**src/design/lorenz_euler_integrator_defines.svh**
```systemverilog
// Assertion macros shared by the integrator RTL.
// Every macro samples on the rising edge of clk and is off while rst_n is low.
`ifndef LORENZ_EULER_INTEGRATOR_DEFINES_SVH
`define LORENZ_EULER_INTEGRATOR_DEFINES_SVH

// Same-cycle implication.
`define LEI_ASSERT_IMPL(label, ante, cons, msg) \
    label: assert property (@(posedge clk) disable iff (!rst_n) (ante) |-> (cons)) \
        else $error(msg);

// Next-cycle implication.
`define LEI_ASSERT_NEXT(label, ante, cons, msg) \
    label: assert property (@(posedge clk) disable iff (!rst_n) (ante) |=> (cons)) \
        else $error(msg);

`endif

```
**src/design/lei_pkg.sv**
```systemverilog
`timescale 1ns / 1ps
`default_nettype none

package lei_pkg;

    localparam int FIELD_W     = 40;
    localparam int COEF_W      = 35;
    localparam int STEP_W      = 25;
    localparam int COUNT_W     = 16;
    localparam int CFG_IDX_W   = 3;
    localparam int CFG_DATA_W  = 35;
    localparam int MUL_DIGIT_W = 16;

    // configuration register indexes
    localparam logic [CFG_IDX_W-1:0] REG_SIGMA = 3'd0;
    localparam logic [CFG_IDX_W-1:0] REG_RHO   = 3'd1;
    localparam logic [CFG_IDX_W-1:0] REG_BETA  = 3'd2;
    localparam logic [CFG_IDX_W-1:0] REG_STEP  = 3'd3;
    localparam logic [CFG_IDX_W-1:0] REG_COUNT = 3'd4;

    localparam logic [COEF_W-1:0]  SIGMA_RESET = 35'd167772160;
    localparam logic [COEF_W-1:0]  RHO_RESET   = 35'd469762048;
    localparam logic [COEF_W-1:0]  BETA_RESET  = 35'd44739243;
    localparam logic [STEP_W-1:0]  STEP_RESET  = 25'd167772;
    localparam logic [COUNT_W-1:0] COUNT_RESET = 16'd10;

    typedef struct packed {
        logic                      restart;
        logic signed [FIELD_W-1:0] start_x;
        logic signed [FIELD_W-1:0] start_y;
        logic signed [FIELD_W-1:0] start_z;
    } in_t;

    typedef struct packed {
        logic signed [FIELD_W-1:0] sample_x;
        logic signed [FIELD_W-1:0] sample_y;
        logic signed [FIELD_W-1:0] sample_z;
        logic                      saturated;
    } out_t;

    typedef struct packed {
        logic [COEF_W-1:0]  sigma_coef;
        logic [COEF_W-1:0]  rho_coef;
        logic [COEF_W-1:0]  beta_coef;
        logic [STEP_W-1:0]  step_size;
        logic [COUNT_W-1:0] steps_per_sample;
    } cfg_t;

    typedef struct packed {
        logic busy;
        logic done;
        logic sat;
    } mul_status_t;

endpackage

`default_nettype wire

```
**src/design/lei_cfg.sv**
```systemverilog
`timescale 1ns / 1ps
`default_nettype none

module lei_cfg (
    input  wire logic                               clk,
    input  wire logic                               rst_n,
    input  wire logic                               cfg_valid,
    output logic                                    cfg_ready,
    input  wire logic [lei_pkg::CFG_IDX_W-1:0]      cfg_index,
    input  wire logic [lei_pkg::CFG_DATA_W-1:0]     cfg_data,
    output lei_pkg::cfg_t                           cfg
);

    lei_pkg::cfg_t cfg_reg;
    lei_pkg::cfg_t cfg_next;

    assign cfg_ready = 1'b1;
    assign cfg       = cfg_reg;

    always_comb
    begin
        cfg_next = cfg_reg;
        if (cfg_valid)
        begin
            unique case (cfg_index)
                lei_pkg::REG_SIGMA: cfg_next.sigma_coef = cfg_data[lei_pkg::COEF_W-1:0];
                lei_pkg::REG_RHO:   cfg_next.rho_coef   = cfg_data[lei_pkg::COEF_W-1:0];
                lei_pkg::REG_BETA:  cfg_next.beta_coef  = cfg_data[lei_pkg::COEF_W-1:0];
                lei_pkg::REG_STEP:  cfg_next.step_size  = cfg_data[lei_pkg::STEP_W-1:0];
                lei_pkg::REG_COUNT:
                begin
                    cfg_next.steps_per_sample = cfg_data[lei_pkg::COUNT_W-1:0];
                end
                default:
                begin
                end
            endcase
        end
    end

    always_ff @(posedge clk or negedge rst_n)
    begin
        if (!rst_n)
        begin
            cfg_reg.sigma_coef       <= lei_pkg::SIGMA_RESET;
            cfg_reg.rho_coef         <= lei_pkg::RHO_RESET;
            cfg_reg.beta_coef        <= lei_pkg::BETA_RESET;
            cfg_reg.step_size        <= lei_pkg::STEP_RESET;
            cfg_reg.steps_per_sample <= lei_pkg::COUNT_RESET;
        end
        else
        begin
            cfg_reg <= cfg_next;
        end
    end

endmodule

`default_nettype wire

```
**src/design/lei_mul.sv**
```systemverilog
`timescale 1ns / 1ps
`default_nettype none
`include "lorenz_euler_integrator_defines.svh"

// Signed fixed-point multiply: magnitude times one 16-bit digit per cycle,
// then round half away from zero, then clamp to the VW-bit range.
module lei_mul #(
    parameter int OPW = 40,
    parameter int VW  = 40,
    parameter int FB  = 24
) (
    input  wire logic                   clk,
    input  wire logic                   rst_n,
    input  wire logic                   start,
    input  wire logic signed [OPW-1:0]  a,
    input  wire logic signed [OPW-1:0]  b,
    output logic signed [VW-1:0]        result,
    output lei_pkg::mul_status_t        stat
);

    localparam int DW = lei_pkg::MUL_DIGIT_W;
    localparam int ND = (OPW + DW - 1) / DW;
    localparam int BW = ND * DW;
    localparam int AW = OPW + BW;
    localparam int RW = AW + 1;
    localparam int QW = RW - FB;
    localparam int CW = (ND > 1) ? $clog2(ND) : 1;

    localparam logic [QW-1:0] LIM_NEG = QW'(1) << (VW - 1);
    localparam logic [QW-1:0] LIM_POS = LIM_NEG - QW'(1);
    localparam logic [RW-1:0] HALF    = RW'(1) << (FB - 1);

    typedef enum logic [1:0] {M_IDLE, M_MUL, M_RND, M_FIN} state_t;

    state_t                  state_reg, state_next;
    logic [OPW-1:0]          mag_a_reg, mag_a_next;
    logic [BW-1:0]           b_sh_reg, b_sh_next;
    logic                    neg_reg, neg_next;
    logic [CW-1:0]           cnt_reg, cnt_next;
    logic [AW-1:0]           acc_reg, acc_next;
    logic [RW-1:0]           rnd_reg, rnd_next;
    logic signed [VW-1:0]    result_reg, result_next;
    logic                    done_reg, done_next;
    logic                    sat_reg, sat_next;

    logic [OPW-1:0]          mag_a_in;
    logic [OPW-1:0]          mag_b_in;
    logic [OPW+DW-1:0]       pp;
    logic [QW-1:0]           q;
    logic [QW-1:0]           lim;
    logic                    over;
    logic [QW-1:0]           qc;
    logic [VW-1:0]           qv;

    assign mag_a_in = a[OPW-1] ? OPW'(-a) : OPW'(a);
    assign mag_b_in = b[OPW-1] ? OPW'(-b) : OPW'(b);
    assign pp       = mag_a_reg * b_sh_reg[BW-1 -: DW];
    assign q        = rnd_reg[RW-1:FB];
    assign lim      = neg_reg ? LIM_NEG : LIM_POS;
    assign over     = q > lim;
    assign qc       = over ? lim : q;
    assign qv       = qc[VW-1:0];

    assign result    = result_reg;
    assign stat.busy = state_reg != M_IDLE;
    assign stat.done = done_reg;
    assign stat.sat  = sat_reg;

    always_comb
    begin
        state_next  = state_reg;
        mag_a_next  = mag_a_reg;
        b_sh_next   = b_sh_reg;
        neg_next    = neg_reg;
        cnt_next    = cnt_reg;
        acc_next    = acc_reg;
        rnd_next    = rnd_reg;
        result_next = result_reg;
        done_next   = 1'b0;
        sat_next    = sat_reg;
        unique case (state_reg)
            M_IDLE:
            begin
                if (start)
                begin
                    mag_a_next = mag_a_in;
                    b_sh_next  = BW'(mag_b_in);
                    neg_next   = a[OPW-1] ^ b[OPW-1];
                    cnt_next   = CW'(ND - 1);
                    acc_next   = '0;
                    state_next = M_MUL;
                end
            end
            M_MUL:
            begin
                // most significant digit first
                acc_next  = {acc_reg[AW-DW-1:0], {DW{1'b0}}} + AW'(pp);
                b_sh_next = {b_sh_reg[BW-DW-1:0], {DW{1'b0}}};
                if (cnt_reg == '0)
                begin
                    state_next = M_RND;
                end
                else
                begin
                    cnt_next = cnt_reg - CW'(1);
                end
            end
            M_RND:
            begin
                rnd_next   = RW'(acc_reg) + HALF;
                state_next = M_FIN;
            end
            M_FIN:
            begin
                result_next = neg_reg ? -qv : qv;
                sat_next    = over;
                done_next   = 1'b1;
                state_next  = M_IDLE;
            end
        endcase
    end

    always_ff @(posedge clk or negedge rst_n)
    begin
        if (!rst_n)
        begin
            state_reg  <= M_IDLE;
            mag_a_reg  <= '0;
            b_sh_reg   <= '0;
            neg_reg    <= 1'b0;
            cnt_reg    <= '0;
            acc_reg    <= '0;
            rnd_reg    <= '0;
            result_reg <= '0;
            done_reg   <= 1'b0;
            sat_reg    <= 1'b0;
        end
        else
        begin
            state_reg  <= state_next;
            mag_a_reg  <= mag_a_next;
            b_sh_reg   <= b_sh_next;
            neg_reg    <= neg_next;
            cnt_reg    <= cnt_next;
            acc_reg    <= acc_next;
            rnd_reg    <= rnd_next;
            result_reg <= result_next;
            done_reg   <= done_next;
            sat_reg    <= sat_next;
        end
    end

    `LEI_ASSERT_IMPL(a_mul_start_idle, start, (state_reg == M_IDLE), "multiply started while busy")
    `LEI_ASSERT_NEXT(a_mul_fin_done, (state_reg == M_FIN), done_reg, "finish without done")
    `LEI_ASSERT_NEXT(a_mul_done_pulse, done_reg, (!done_reg), "done longer than one cycle")

endmodule

`default_nettype wire

```
**src/design/lorenz_euler_integrator.sv**
```systemverilog
// Each item runs N Euler steps between item accept and result valid,
// N = min(steps_per_sample, MAX_STEPS).
// Each Euler step: 7 digit-serial multiplies, plus 7 add/sub operations.
// Items are taken one at a time: a new one is accepted only after the previous result is
// registered, which waits while an older result still waits on out_ready.
// Reset: async active low; state returns to the origin, registers to their defaults.
`timescale 1ns / 1ps
`default_nettype none
`include "lorenz_euler_integrator_defines.svh"

module lorenz_euler_integrator #(
    parameter int              VALUE_WIDTH   = 40,
    parameter int              FRACTION_BITS = 24,
    parameter longint unsigned MAX_STEPS     = 65535
) (
    input  wire logic                               clk,
    input  wire logic                               rst_n,
    input  wire logic                               cfg_valid,
    output logic                                    cfg_ready,
    input  wire logic [lei_pkg::CFG_IDX_W-1:0]      cfg_index,
    input  wire logic [lei_pkg::CFG_DATA_W-1:0]     cfg_data,
    input  wire logic                               in_valid,
    output logic                                    in_ready,
    input  wire lei_pkg::in_t                       in_data,
    output logic                                    out_valid,
    input  wire logic                               out_ready,
    output lei_pkg::out_t                           out_data
);

    localparam int VW  = VALUE_WIDTH;
    localparam int FW  = lei_pkg::FIELD_W;
    localparam int CNW = lei_pkg::COUNT_W;
    localparam int OPW = (VW > lei_pkg::COEF_W) ? VW : lei_pkg::COEF_W;
    localparam int SW  = OPW + 1;
    localparam int EW  = (VW > FW) ? VW : FW;

    localparam logic signed [SW-1:0] ALU_HI = {{(SW-VW+1){1'b0}}, {(VW-1){1'b1}}};
    localparam logic signed [SW-1:0] ALU_LO = ~ALU_HI;
    localparam logic signed [EW-1:0] LD_HI  = {{(EW-VW+1){1'b0}}, {(VW-1){1'b1}}};
    localparam logic signed [EW-1:0] LD_LO  = ~LD_HI;
    localparam logic signed [EW-1:0] OUT_HI = {{(EW-FW+1){1'b0}}, {(FW-1){1'b1}}};
    localparam logic signed [EW-1:0] OUT_LO = ~OUT_HI;
    localparam logic [32:0]          MAX_W  = 33'(MAX_STEPS);

    typedef enum logic [3:0] {
        ST_IDLE, ST_D, ST_MUL_DX, ST_T, ST_MUL_XT, ST_DY, ST_MUL_XY, ST_MUL_BZ,
        ST_DZ, ST_MUL_UX, ST_ADD_X, ST_MUL_UY, ST_ADD_Y, ST_MUL_UZ, ST_ADD_Z, ST_OUT
    } state_t;

    // {saturated, value} from the load clamp
    function automatic logic [VW:0] clamp_load(input logic signed [FW-1:0] v);
        logic signed [EW-1:0] e;
        logic [VW:0]          r;
        e = EW'(v);
        if (e > LD_HI)
            r = {1'b1, LD_HI[VW-1:0]};
        else if (e < LD_LO)
            r = {1'b1, LD_LO[VW-1:0]};
        else
            r = {1'b0, e[VW-1:0]};
        return r;
    endfunction

    function automatic logic [FW:0] clamp_out(input logic signed [VW-1:0] v);
        logic signed [EW-1:0] e;
        logic [FW:0]          r;
        e = EW'(v);
        if (e > OUT_HI)
            r = {1'b1, OUT_HI[FW-1:0]};
        else if (e < OUT_LO)
            r = {1'b1, OUT_LO[FW-1:0]};
        else
            r = {1'b0, e[FW-1:0]};
        return r;
    endfunction

    lei_pkg::cfg_t        cfg;
    lei_pkg::mul_status_t mul_stat;
    logic signed [VW-1:0] mul_res;

    state_t               state_reg, state_next;
    logic signed [VW-1:0] x_reg, x_next;
    logic signed [VW-1:0] y_reg, y_next;
    logic signed [VW-1:0] z_reg, z_next;
    logic signed [VW-1:0] tmp_reg, tmp_next;
    logic signed [VW-1:0] dx_reg, dx_next;
    logic signed [VW-1:0] dy_reg, dy_next;
    logic signed [VW-1:0] dz_reg, dz_next;
    logic [CNW-1:0]       steps_reg, steps_next;
    logic                 sat_reg, sat_next;
    logic                 mul_start_reg, mul_start_next;
    logic                 out_valid_reg, out_valid_next;
    lei_pkg::out_t        out_data_reg, out_data_next;

    logic signed [OPW-1:0] alu_a, alu_b;
    logic                  alu_sub, alu_en;
    logic signed [SW-1:0]  alu_sum;
    logic                  alu_sat;
    logic signed [VW-1:0]  alu_res;
    logic signed [OPW-1:0] mul_a, mul_b;

    logic [VW:0]           ld_x, ld_y, ld_z;
    logic [FW:0]           oc_x, oc_y, oc_z;
    logic [CNW-1:0]        steps_n;
    logic                  mul_wait;

    lei_cfg u_cfg (
        .clk       (clk),
        .rst_n     (rst_n),
        .cfg_valid (cfg_valid),
        .cfg_ready (cfg_ready),
        .cfg_index (cfg_index),
        .cfg_data  (cfg_data),
        .cfg       (cfg)
    );

    lei_mul #(
        .OPW (OPW),
        .VW  (VW),
        .FB  (FRACTION_BITS)
    ) u_mul (
        .clk    (clk),
        .rst_n  (rst_n),
        .start  (mul_start_reg),
        .a      (mul_a),
        .b      (mul_b),
        .result (mul_res),
        .stat   (mul_stat)
    );

    assign in_ready  = state_reg == ST_IDLE;
    assign out_valid = out_valid_reg;
    assign out_data  = out_data_reg;

    assign mul_wait = state_reg inside {ST_MUL_DX, ST_MUL_XT, ST_MUL_XY, ST_MUL_BZ,
                                        ST_MUL_UX, ST_MUL_UY, ST_MUL_UZ};

    assign ld_x = clamp_load(in_data.start_x);
    assign ld_y = clamp_load(in_data.start_y);
    assign ld_z = clamp_load(in_data.start_z);
    assign oc_x = clamp_out(x_reg);
    assign oc_y = clamp_out(y_reg);
    assign oc_z = clamp_out(z_reg);

    assign steps_n = (33'(cfg.steps_per_sample) > MAX_W) ? MAX_W[CNW-1:0]
                                                          : cfg.steps_per_sample;

    // shared saturating add/sub
    always_comb
    begin
        alu_a   = '0;
        alu_b   = '0;
        alu_sub = 1'b1;
        alu_en  = 1'b1;
        case (state_reg)
            ST_D:
            begin
                alu_a = OPW'(y_reg);
                alu_b = OPW'(x_reg);
            end
            ST_T:
            begin
                alu_a = OPW'(signed'(cfg.rho_coef));
                alu_b = OPW'(z_reg);
            end
            ST_DY:
            begin
                alu_a = OPW'(tmp_reg);
                alu_b = OPW'(y_reg);
            end
            ST_DZ:
            begin
                alu_a = OPW'(tmp_reg);
                alu_b = OPW'(dz_reg);
            end
            ST_ADD_X:
            begin
                alu_a   = OPW'(x_reg);
                alu_b   = OPW'(tmp_reg);
                alu_sub = 1'b0;
            end
            ST_ADD_Y:
            begin
                alu_a   = OPW'(y_reg);
                alu_b   = OPW'(tmp_reg);
                alu_sub = 1'b0;
            end
            ST_ADD_Z:
            begin
                alu_a   = OPW'(z_reg);
                alu_b   = OPW'(tmp_reg);
                alu_sub = 1'b0;
            end
            default:
            begin
                alu_en = 1'b0;
            end
        endcase
        alu_sum = alu_sub ? SW'(alu_a) - SW'(alu_b) : SW'(alu_a) + SW'(alu_b);
        alu_sat = (alu_sum > ALU_HI) || (alu_sum < ALU_LO);
        if (alu_sum > ALU_HI)
            alu_res = ALU_HI[VW-1:0];
        else if (alu_sum < ALU_LO)
            alu_res = ALU_LO[VW-1:0];
        else
            alu_res = alu_sum[VW-1:0];
    end

    // multiplier operands, held for the whole multiply state
    always_comb
    begin
        mul_a = '0;
        mul_b = '0;
        case (state_reg)
            ST_MUL_DX:
            begin
                mul_a = OPW'(signed'(cfg.sigma_coef));
                mul_b = OPW'(tmp_reg);
            end
            ST_MUL_XT:
            begin
                mul_a = OPW'(x_reg);
                mul_b = OPW'(tmp_reg);
            end
            ST_MUL_XY:
            begin
                mul_a = OPW'(x_reg);
                mul_b = OPW'(y_reg);
            end
            ST_MUL_BZ:
            begin
                mul_a = OPW'(signed'(cfg.beta_coef));
                mul_b = OPW'(z_reg);
            end
            ST_MUL_UX:
            begin
                mul_a = OPW'(cfg.step_size);
                mul_b = OPW'(dx_reg);
            end
            ST_MUL_UY:
            begin
                mul_a = OPW'(cfg.step_size);
                mul_b = OPW'(dy_reg);
            end
            ST_MUL_UZ:
            begin
                mul_a = OPW'(cfg.step_size);
                mul_b = OPW'(dz_reg);
            end
            default:
            begin
            end
        endcase
    end

    always_comb
    begin
        state_next     = state_reg;
        x_next         = x_reg;
        y_next         = y_reg;
        z_next         = z_reg;
        tmp_next       = tmp_reg;
        dx_next        = dx_reg;
        dy_next        = dy_reg;
        dz_next        = dz_reg;
        steps_next     = steps_reg;
        sat_next       = sat_reg;
        mul_start_next = 1'b0;
        out_valid_next = out_valid_reg;
        out_data_next  = out_data_reg;

        if (out_valid_reg && out_ready)
            out_valid_next = 1'b0;
        if (alu_en && alu_sat)
            sat_next = 1'b1;
        if (mul_stat.done && mul_stat.sat)
            sat_next = 1'b1;

        unique case (state_reg)
            ST_IDLE:
            begin
                if (in_valid)
                begin
                    sat_next = 1'b0;
                    if (in_data.restart)
                    begin
                        x_next   = ld_x[VW-1:0];
                        y_next   = ld_y[VW-1:0];
                        z_next   = ld_z[VW-1:0];
                        sat_next = ld_x[VW] | ld_y[VW] | ld_z[VW];
                    end
                    steps_next = steps_n;
                    state_next = (steps_n == '0) ? ST_OUT : ST_D;
                end
            end
            ST_D:
            begin
                tmp_next       = alu_res;
                mul_start_next = 1'b1;
                state_next     = ST_MUL_DX;
            end
            ST_MUL_DX:
            begin
                if (mul_stat.done)
                begin
                    dx_next    = mul_res;
                    state_next = ST_T;
                end
            end
            ST_T:
            begin
                tmp_next       = alu_res;
                mul_start_next = 1'b1;
                state_next     = ST_MUL_XT;
            end
            ST_MUL_XT:
            begin
                if (mul_stat.done)
                begin
                    tmp_next   = mul_res;
                    state_next = ST_DY;
                end
            end
            ST_DY:
            begin
                dy_next        = alu_res;
                mul_start_next = 1'b1;
                state_next     = ST_MUL_XY;
            end
            ST_MUL_XY:
            begin
                if (mul_stat.done)
                begin
                    tmp_next       = mul_res;
                    mul_start_next = 1'b1;
                    state_next     = ST_MUL_BZ;
                end
            end
            ST_MUL_BZ:
            begin
                // beta*z parks in dz until the subtract
                if (mul_stat.done)
                begin
                    dz_next    = mul_res;
                    state_next = ST_DZ;
                end
            end
            ST_DZ:
            begin
                dz_next        = alu_res;
                mul_start_next = 1'b1;
                state_next     = ST_MUL_UX;
            end
            ST_MUL_UX:
            begin
                if (mul_stat.done)
                begin
                    tmp_next   = mul_res;
                    state_next = ST_ADD_X;
                end
            end
            ST_ADD_X:
            begin
                x_next         = alu_res;
                mul_start_next = 1'b1;
                state_next     = ST_MUL_UY;
            end
            ST_MUL_UY:
            begin
                if (mul_stat.done)
                begin
                    tmp_next   = mul_res;
                    state_next = ST_ADD_Y;
                end
            end
            ST_ADD_Y:
            begin
                y_next         = alu_res;
                mul_start_next = 1'b1;
                state_next     = ST_MUL_UZ;
            end
            ST_MUL_UZ:
            begin
                if (mul_stat.done)
                begin
                    tmp_next   = mul_res;
                    state_next = ST_ADD_Z;
                end
            end
            ST_ADD_Z:
            begin
                z_next     = alu_res;
                steps_next = steps_reg - CNW'(1);
                state_next = (steps_reg == CNW'(1)) ? ST_OUT : ST_D;
            end
            ST_OUT:
            begin
                if (!out_valid_reg || out_ready)
                begin
                    out_data_next.sample_x  = oc_x[FW-1:0];
                    out_data_next.sample_y  = oc_y[FW-1:0];
                    out_data_next.sample_z  = oc_z[FW-1:0];
                    out_data_next.saturated = sat_reg | oc_x[FW] | oc_y[FW] | oc_z[FW];
                    out_valid_next          = 1'b1;
                    state_next              = ST_IDLE;
                end
            end
        endcase
    end

    always_ff @(posedge clk or negedge rst_n)
    begin
        if (!rst_n)
        begin
            state_reg     <= ST_IDLE;
            x_reg         <= '0;
            y_reg         <= '0;
            z_reg         <= '0;
            tmp_reg       <= '0;
            dx_reg        <= '0;
            dy_reg        <= '0;
            dz_reg        <= '0;
            steps_reg     <= '0;
            sat_reg       <= 1'b0;
            mul_start_reg <= 1'b0;
            out_valid_reg <= 1'b0;
            out_data_reg  <= '0;
        end
        else
        begin
            state_reg     <= state_next;
            x_reg         <= x_next;
            y_reg         <= y_next;
            z_reg         <= z_next;
            tmp_reg       <= tmp_next;
            dx_reg        <= dx_next;
            dy_reg        <= dy_next;
            dz_reg        <= dz_next;
            steps_reg     <= steps_next;
            sat_reg       <= sat_next;
            mul_start_reg <= mul_start_next;
            out_valid_reg <= out_valid_next;
            out_data_reg  <= out_data_next;
        end
    end

    `LEI_ASSERT_IMPL(a_start_when_free, mul_start_reg, (!mul_stat.busy), "multiplier busy at start")
    `LEI_ASSERT_IMPL(a_done_in_wait, mul_stat.done, mul_wait, "multiply result outside a wait state")
    `LEI_ASSERT_IMPL(a_steps_left, (state_reg == ST_D), (steps_reg != '0), "step with no steps left")

endmodule

`default_nettype wire
```
**config.mk**
```make
export PLATFORM = sky130hd
export DESIGN_NAME = lorenz_euler_integrator
export DESIGN_NICKNAME = d
export VERILOG_FILES = /design/src/design/lei_pkg.sv /design/src/design/lei_cfg.sv /design/src/design/lei_mul.sv /design/src/design/lorenz_euler_integrator.sv
export VERILOG_INCLUDE_DIRS = /design/src /design/src/design
export SDC_FILE = /design/constraint.sdc
export NUM_CORES = 2
export LEC_CHECK = 0
export BUFFER_PORTS_ARGS = -buffer_cell sky130_fd_sc_hd__buf_2
export CAP_MARGIN = 30
export CELL_PAD_IN_SITES_DETAIL_PLACEMENT = 0
export CELL_PAD_IN_SITES_GLOBAL_PLACEMENT = 1
export CORE_MARGIN = 1
export CORE_UTILIZATION = 54
export CTS_CLUSTER_SIZE = 25
export DETAILED_ROUTE_END_ITERATION = 10
export PLACE_DENSITY_LB_ADDON = 0.1
export SLEW_MARGIN = 20
export SYNTH_ARGS = -nofsm -noshare
export SYNTH_HDL_FRONTEND = slang
export SYNTH_SLANG_ARGS = --single-unit
```
**constraint.sdc**
```tcl
create_clock -name clk -period 13.1 [get_ports clk]
set_input_delay 1.965 -clock clk [delete_from_list [all_inputs] [get_ports clk]]
set_output_delay 1.965 -clock clk [all_outputs]
set_load 0.03 [all_outputs]
```
# After elaboration in Yosys (flattened, before gate mapping)
# Index checks and enable logic that the tools add are counted.
# Widths: inputs -> output; s select.
[op_classes]
addsub = 9
eq_ne = 37
n_mux = 72
bitwise = 6
multipliers = 1
n_reduce_logical = 45
magnitude_cmp = 15
[op_table]
columns = ["operator", "count"]
rows = [
  ["$mux 40", 14],
  ["$mux 41", 13],
  ["$pmux 40 s2", 5],
  ["$pmux 40 s5", 2],
  ["$gt 40x40->1 const B", 6],
  ["$lt 40x40->1 const B", 6],
  ["$pmux 40 s6", 1],
  ["$pmux 88 s2", 1],
  ["$pmux 40 s4", 1],
  ["$neg 40->40", 3],
  ["$pmux 48 s2", 1],
  ["$add 88x24->89 const B", 1],
  ["$add 88x56->88", 1],
  ["$mux 88", 1],
  ["$gt 65x40->1", 1],
  ["$pmux 4 s16", 1],
  ["$mul 40x16->56", 1],
  ["$mux 48", 1],
  ["$mux 4", 11],
  ["$add 40x40->41", 1],
  ["$gt 41x40->1 const B", 1],
  ["$lt 41x40->1 const B", 1],
  ["$sub 40x40->41", 1],
  ["$eq 4x4->1 const B", 8],
  ["other kinds (38)", 102],
]
[totals]
inputBits = 164
regBits = 882
wordCells = 216
output_inout_bits = 124

# Longest topological paths before layout
[logic_depth]
word_depth = 12
ltp_mapped = 33

# Cells and area by module
# A second synthesis with hierarchy kept.
[unflattened]
hier_cells = 7615
hier_area_um2 = 69520.4
[by_module_without_submodules]
columns = ["module", "n_inst", "area_per_inst_um2", "cells_each"]
rows = [
  ["lei_mul", 1, 38896.1, 4620],
  ["lorenz_euler_integrator", 1, 25082.8, 2681],
  ["lei_cfg", 1, 5541.6, 314],
]

# Worst setup path before layout
# No wires, ideal clock.
[synth_path]
kind = "register to register"
startpoint = "register u_mul.b_sh_reg[38]"
endpoint = "register u_mul.acc_reg[65]"
period_less_slack_ns = 7.387
setup_time_ns = 0.131
path_buffers = 3
path_stages_with_launch = 28
t_arrival_ns = 7.255
path_slack_ns = 5.713
path_cell_list = "dfrtp_1 > clkbuf_1 > clkbuf_1 > nand2_1 > fa_1 > inv_1 > fa_1 > inv_1 > fa_1 > inv_1 > fa_1 > inv_1 > fa_1 > inv_1 > fa_1 > ha_1 > clkbuf_1 > a21o_1 > a21o_1 > a21oi_1 > nand2_1 > o21ai_0 > o21ai_0 > a41oi_1 > o211ai_1 > o31ai_1 > nor4_1 > or3_1"
[synth_between]
elab_chain_cells = 3
[synth_rtl]
columns = ["item", "line", "rtl"]
rows = [
  ["start: declaration", "lei_mul.sv:37", "logic [BW-1:0] b_sh_reg, b_sh_next;"],
  ["start signal: assignment", "lei_mul.sv:142", "b_sh_reg <= b_sh_next;"],
  ["$mul 40x16->56", "lei_mul.sv:57", "assign pp = mag_a_reg * b_sh_reg[BW-1 -: DW];"],
  ["$add 88x56->88", "lei_mul.sv:97", "acc_next = {acc_reg[AW-DW-1:0], {DW{1'b0}}} + AW'(pp);"],
  ["$pmux 88 s2", "lei_mul.sv:81", "unique case (state_reg)"],
  ["end signal: assignment", "lei_mul.sv:145", "acc_reg <= acc_next;"],
  ["end: declaration", "lei_mul.sv:40", "logic [AW-1:0] acc_reg, acc_next;"],
]
# No other way between the ends.
# A chain may end at the register's enable or synchronous reset.

# Worst setup path after layout
[layout_path]
startpoint = "register state_reg[1]"
endpoint = "register tmp_reg[17]"
[layout_between]
elab_chain_cells = 9
[layout_rtl]
columns = ["item", "line", "rtl"]
rows = [
  ["start: declaration", "lorenz_euler_integrator.sv:81", "state_t state_reg, state_next;"],
  ["start signal: assignment", "lorenz_euler_integrator.sv:431", "state_reg <= state_next;"],
  ["$eq 4x4->1 (tied with other cells)", "lorenz_euler_integrator.sv:155", "case (state_reg)"],
  ["$reduce_or 3->1 (no source line) / $reduce_or 2->1 (equally long branches)", "--", ""],
  ["$pmux 40 s5", "lorenz_euler_integrator.sv:155", ""],
  ["$sub 40x40->41 / $add 40x40->41 (equally long branches)", "lorenz_euler_integrator.sv:199", "alu_sum = alu_sub ? SW'(alu_a) - SW'(alu_b) : SW'(alu_a) + SW'(alu_b);"],
  ["$mux 41", "lorenz_euler_integrator.sv:199", ""],
  ["$lt 41x40->1", "lorenz_euler_integrator.sv:203", "else if (alu_sum < ALU_LO)"],
  ["$mux 40", "lorenz_euler_integrator.sv:203", ""],
  ["$mux 40", "lorenz_euler_integrator.sv:201", "if (alu_sum > ALU_HI)"],
  ["$pmux 40 s2", "lorenz_euler_integrator.sv:279", "unique case (state_reg)"],
  ["end signal: assignment", "lorenz_euler_integrator.sv:435", "tmp_reg <= tmp_next;"],
  ["end: declaration", "lorenz_euler_integrator.sv:85", "logic signed [VW-1:0] tmp_reg, tmp_next;"],
]
# Several ways; a longest one is shown, not always the timed one.

==> impl_metrics.yaml <==
status:
  status: "complete, no violations"
critical_path:
  path_buf_inv: 4
  critPathLaunchType: "register"
  worstPathRequired_ns: 13.74
  path_common_cell: "buf_4"
  path_max_fanout: 59
  crit_family: "simple AND/OR/NAND/NOR gates"
  end_kind: "register"
  r2r_slack_ns: 3.55
  cpMaxStageDelayCell: "dfrtp_4"
  crit_type: "reg2reg"
  max_stage_delay_ns: 0.96
  worstPathArrival_ns: 10.19
logic_synthesis:
  ys.flop_type: "dfrtp_1"
  syn_avg_cell_area_um2: 9.16
  synth_area_leader_cell: "dfrtp_1"
  synth_top_area_share_pct: 30.0
  yosys-top-cells-area: "dfrtp_1, fa_1, nand2_1"
  ys_seq_elements: 858
  synth.distinct_cells: 96
  synthArstFlopShare_pct: 100
  synth_edf_count: 0
  yosysSeqAreaShare_pct: 31.2
  synthesis.nets: 8501
  yosysWarningCount: 0
  synthesis.area_um2: 69000
  netlist_instances: 7530
cts:
  clock_sink_count: 858
  hold_buffers: 0
  postCtsSetupRepairBufs: 0
  clkSlewWorstSetupHoldPaths_ns: 0.07
  cts_buffer_depth: 3
  htreeDepth: 3
  cts_tree: "built"
  cts.root.buffer_cell: "clkbuf_16"
  post_cts_resized: 0
  clock_latency_ns: 0.77
  numCtsBuffers: 99
finish:
  layout_common_cells: "nand2_1, dfrtp_1, inv_1, fa_1, o21ai_0"
  syn2layout_area_growth_pct: 8.98
  fill_cells: 11058
  layout_commonest_cell: "nand2_1"
  drive_gt1_share_pct: 13.3
  largest_register_ffs: 146
  final_nets: 8475
routing:
  drc: 0
  drt-initial-drc-count: 6596
  vias_per_cell: 6.45
  final_antenna_net_count: 0
  detail_route.first_pass.iterations: 7
  wl_per_cell_um: 28.1
  drt_wl_total_um: 259000
  dr_total_vias: 59549
placement:
  portBuffers: 286
  hpwlAfterDp_um: 193000
  place.gp.congestion: 1.02
sta:
  min_period_ns: 9.55
  relSlewSlack_pct: 26.1
  final_max_slew_viol_count: 0
  worst_pin_slew_ns: 1.11
  fin_setup_tns_ns: 0
  finalCritPeriodShare_pct: 72.9
  hold_viol_final: 0
  fin_skew_ns: 0.0862
  fmax_ghz: 0.105
  rsz0062_at_grt: "false"
  setup_violations: 0
global_route:
  overflow: 0
  grt_pass1_wl_um: 391000
  grt_pass1_vias: 59411
  antenna_found_initial: 3
  grt_max_degree: 178
  grt_usage_pct: 40.1
die:
  fp-row-count: 130
  die-area_um2: 129000
  core_um2: 126000
  die_w_um: 359
  initial_core_util_pct: 54.7
  fp.dieH_um: 359
  io_pins: 288
run:
  max_cap_viol_count: 0
worst_hold_path:
  min_path_type: "reg2reg"
kinds of logic (layout without fill, tap and decap cells):
group	Yosys count	count (layout)	share of synthesized area, %
compound gates	1772	1772	16.4
xor+xnor	276	276	3.54
fa+ha+maj	807	807	20.9
buf+inv	1208	1263	6.81
flops	858	858	31.2
mux	383	383	6.13
other cells	1	2	0.00544
simple gates	2225	2225	15.1
worst min-delay path: stages (launching register included):
cell and delay, ns:
dfrtp_1 0.34, nand2_1 0.04, o21ai_0 0.06
synthesized netlist by cell type, types with 67 or more instances:
cell type and count:
a22oi_1 204, nor3_1 72, nor2_1 356, and2_1 197, inv_1 683, xnor2_1 140
a21oi_1 461, o22ai_1 68, a221o_1 72, fa_1 571, xor2_1 134, or3_1 86
a21o_1 79, o21ai_0 497, dfrtp_1 827, mux2i_1 71, nand2_1 1017, ha_1 236
mux2_2 311, clkbuf_1 452, and3_1 67, nand3_1 147
stage by stage:
| step | setup slack [ns] | instances | hold WS, ns | cell area [um^2] | utilization [%] |
|---|---|---|---|---|---|
| floorplan | 5.71 | 7530 | 0.442 | 69000 | - |
| global placement | 3.87 | 9042 | 0.459 | 71500 | 56.6 |
| detailed placement | 3.81 | 9049 | 0.470 | 71600 | 56.7 |
| CTS | 3.76 | 9231 | 0.484 | 75100 | 59.5 |
| global route | 2.96 | 9236 | 0.507 | 75200 | 59.6 |
| finish | 3.55 | 9236 | 0.484 | 75200 | 59.6 |
cell type report:
| class | count | area (um^2) | share of cell area [%] |
|---|---|---|---|
| Tap cell | 1650 | 2060 | 2.75 |
| Multi-Input combinational cell | 5464 | 43100 | 57.3 |
| Antenna cell | 1 | 2.50 | 0.00333 |
| Timing Repair Buffer | 396 | 2420 | 3.22 |
| Inverter | 685 | 2570 | 3.42 |
| Clock buffer | 132 | 2790 | 3.71 |
| Clock inverter | 50 | 721 | 0.959 |
| Sequential cell | 858 | 21500 | 28.6 |
final timing paths:
path,start,end,depth (start not counted)
min in group asynchronous,rst_n,u_mul.mag_a_reg[6],1
worst min register to register,dy_reg[13],dy_reg[13],2
worst min-delay path,dy_reg[13],dy_reg[13],2
worst max-delay path,state_reg[1],tmp_reg[17],25
max in group asynchronous,rst_n,out_data[35],3
worst max register to register,state_reg[1],tmp_reg[17],25
layer usage:
metal | share of wire, % | vias up | global-route usage (%)
met3 | 10 | 569 | 8.65
met1 | 42 | 30023 | 56.5
met4 | 4.9 | 2 | 17.1
met5 | 0.0031 | - | 0
met2 | 43 | 3319 | 59.8
li1 | - | 25636 | -
Power is left out: the tool's default activity adds up to more than one toggle a clock period on the data nets, which glitch-free logic cannot reach.
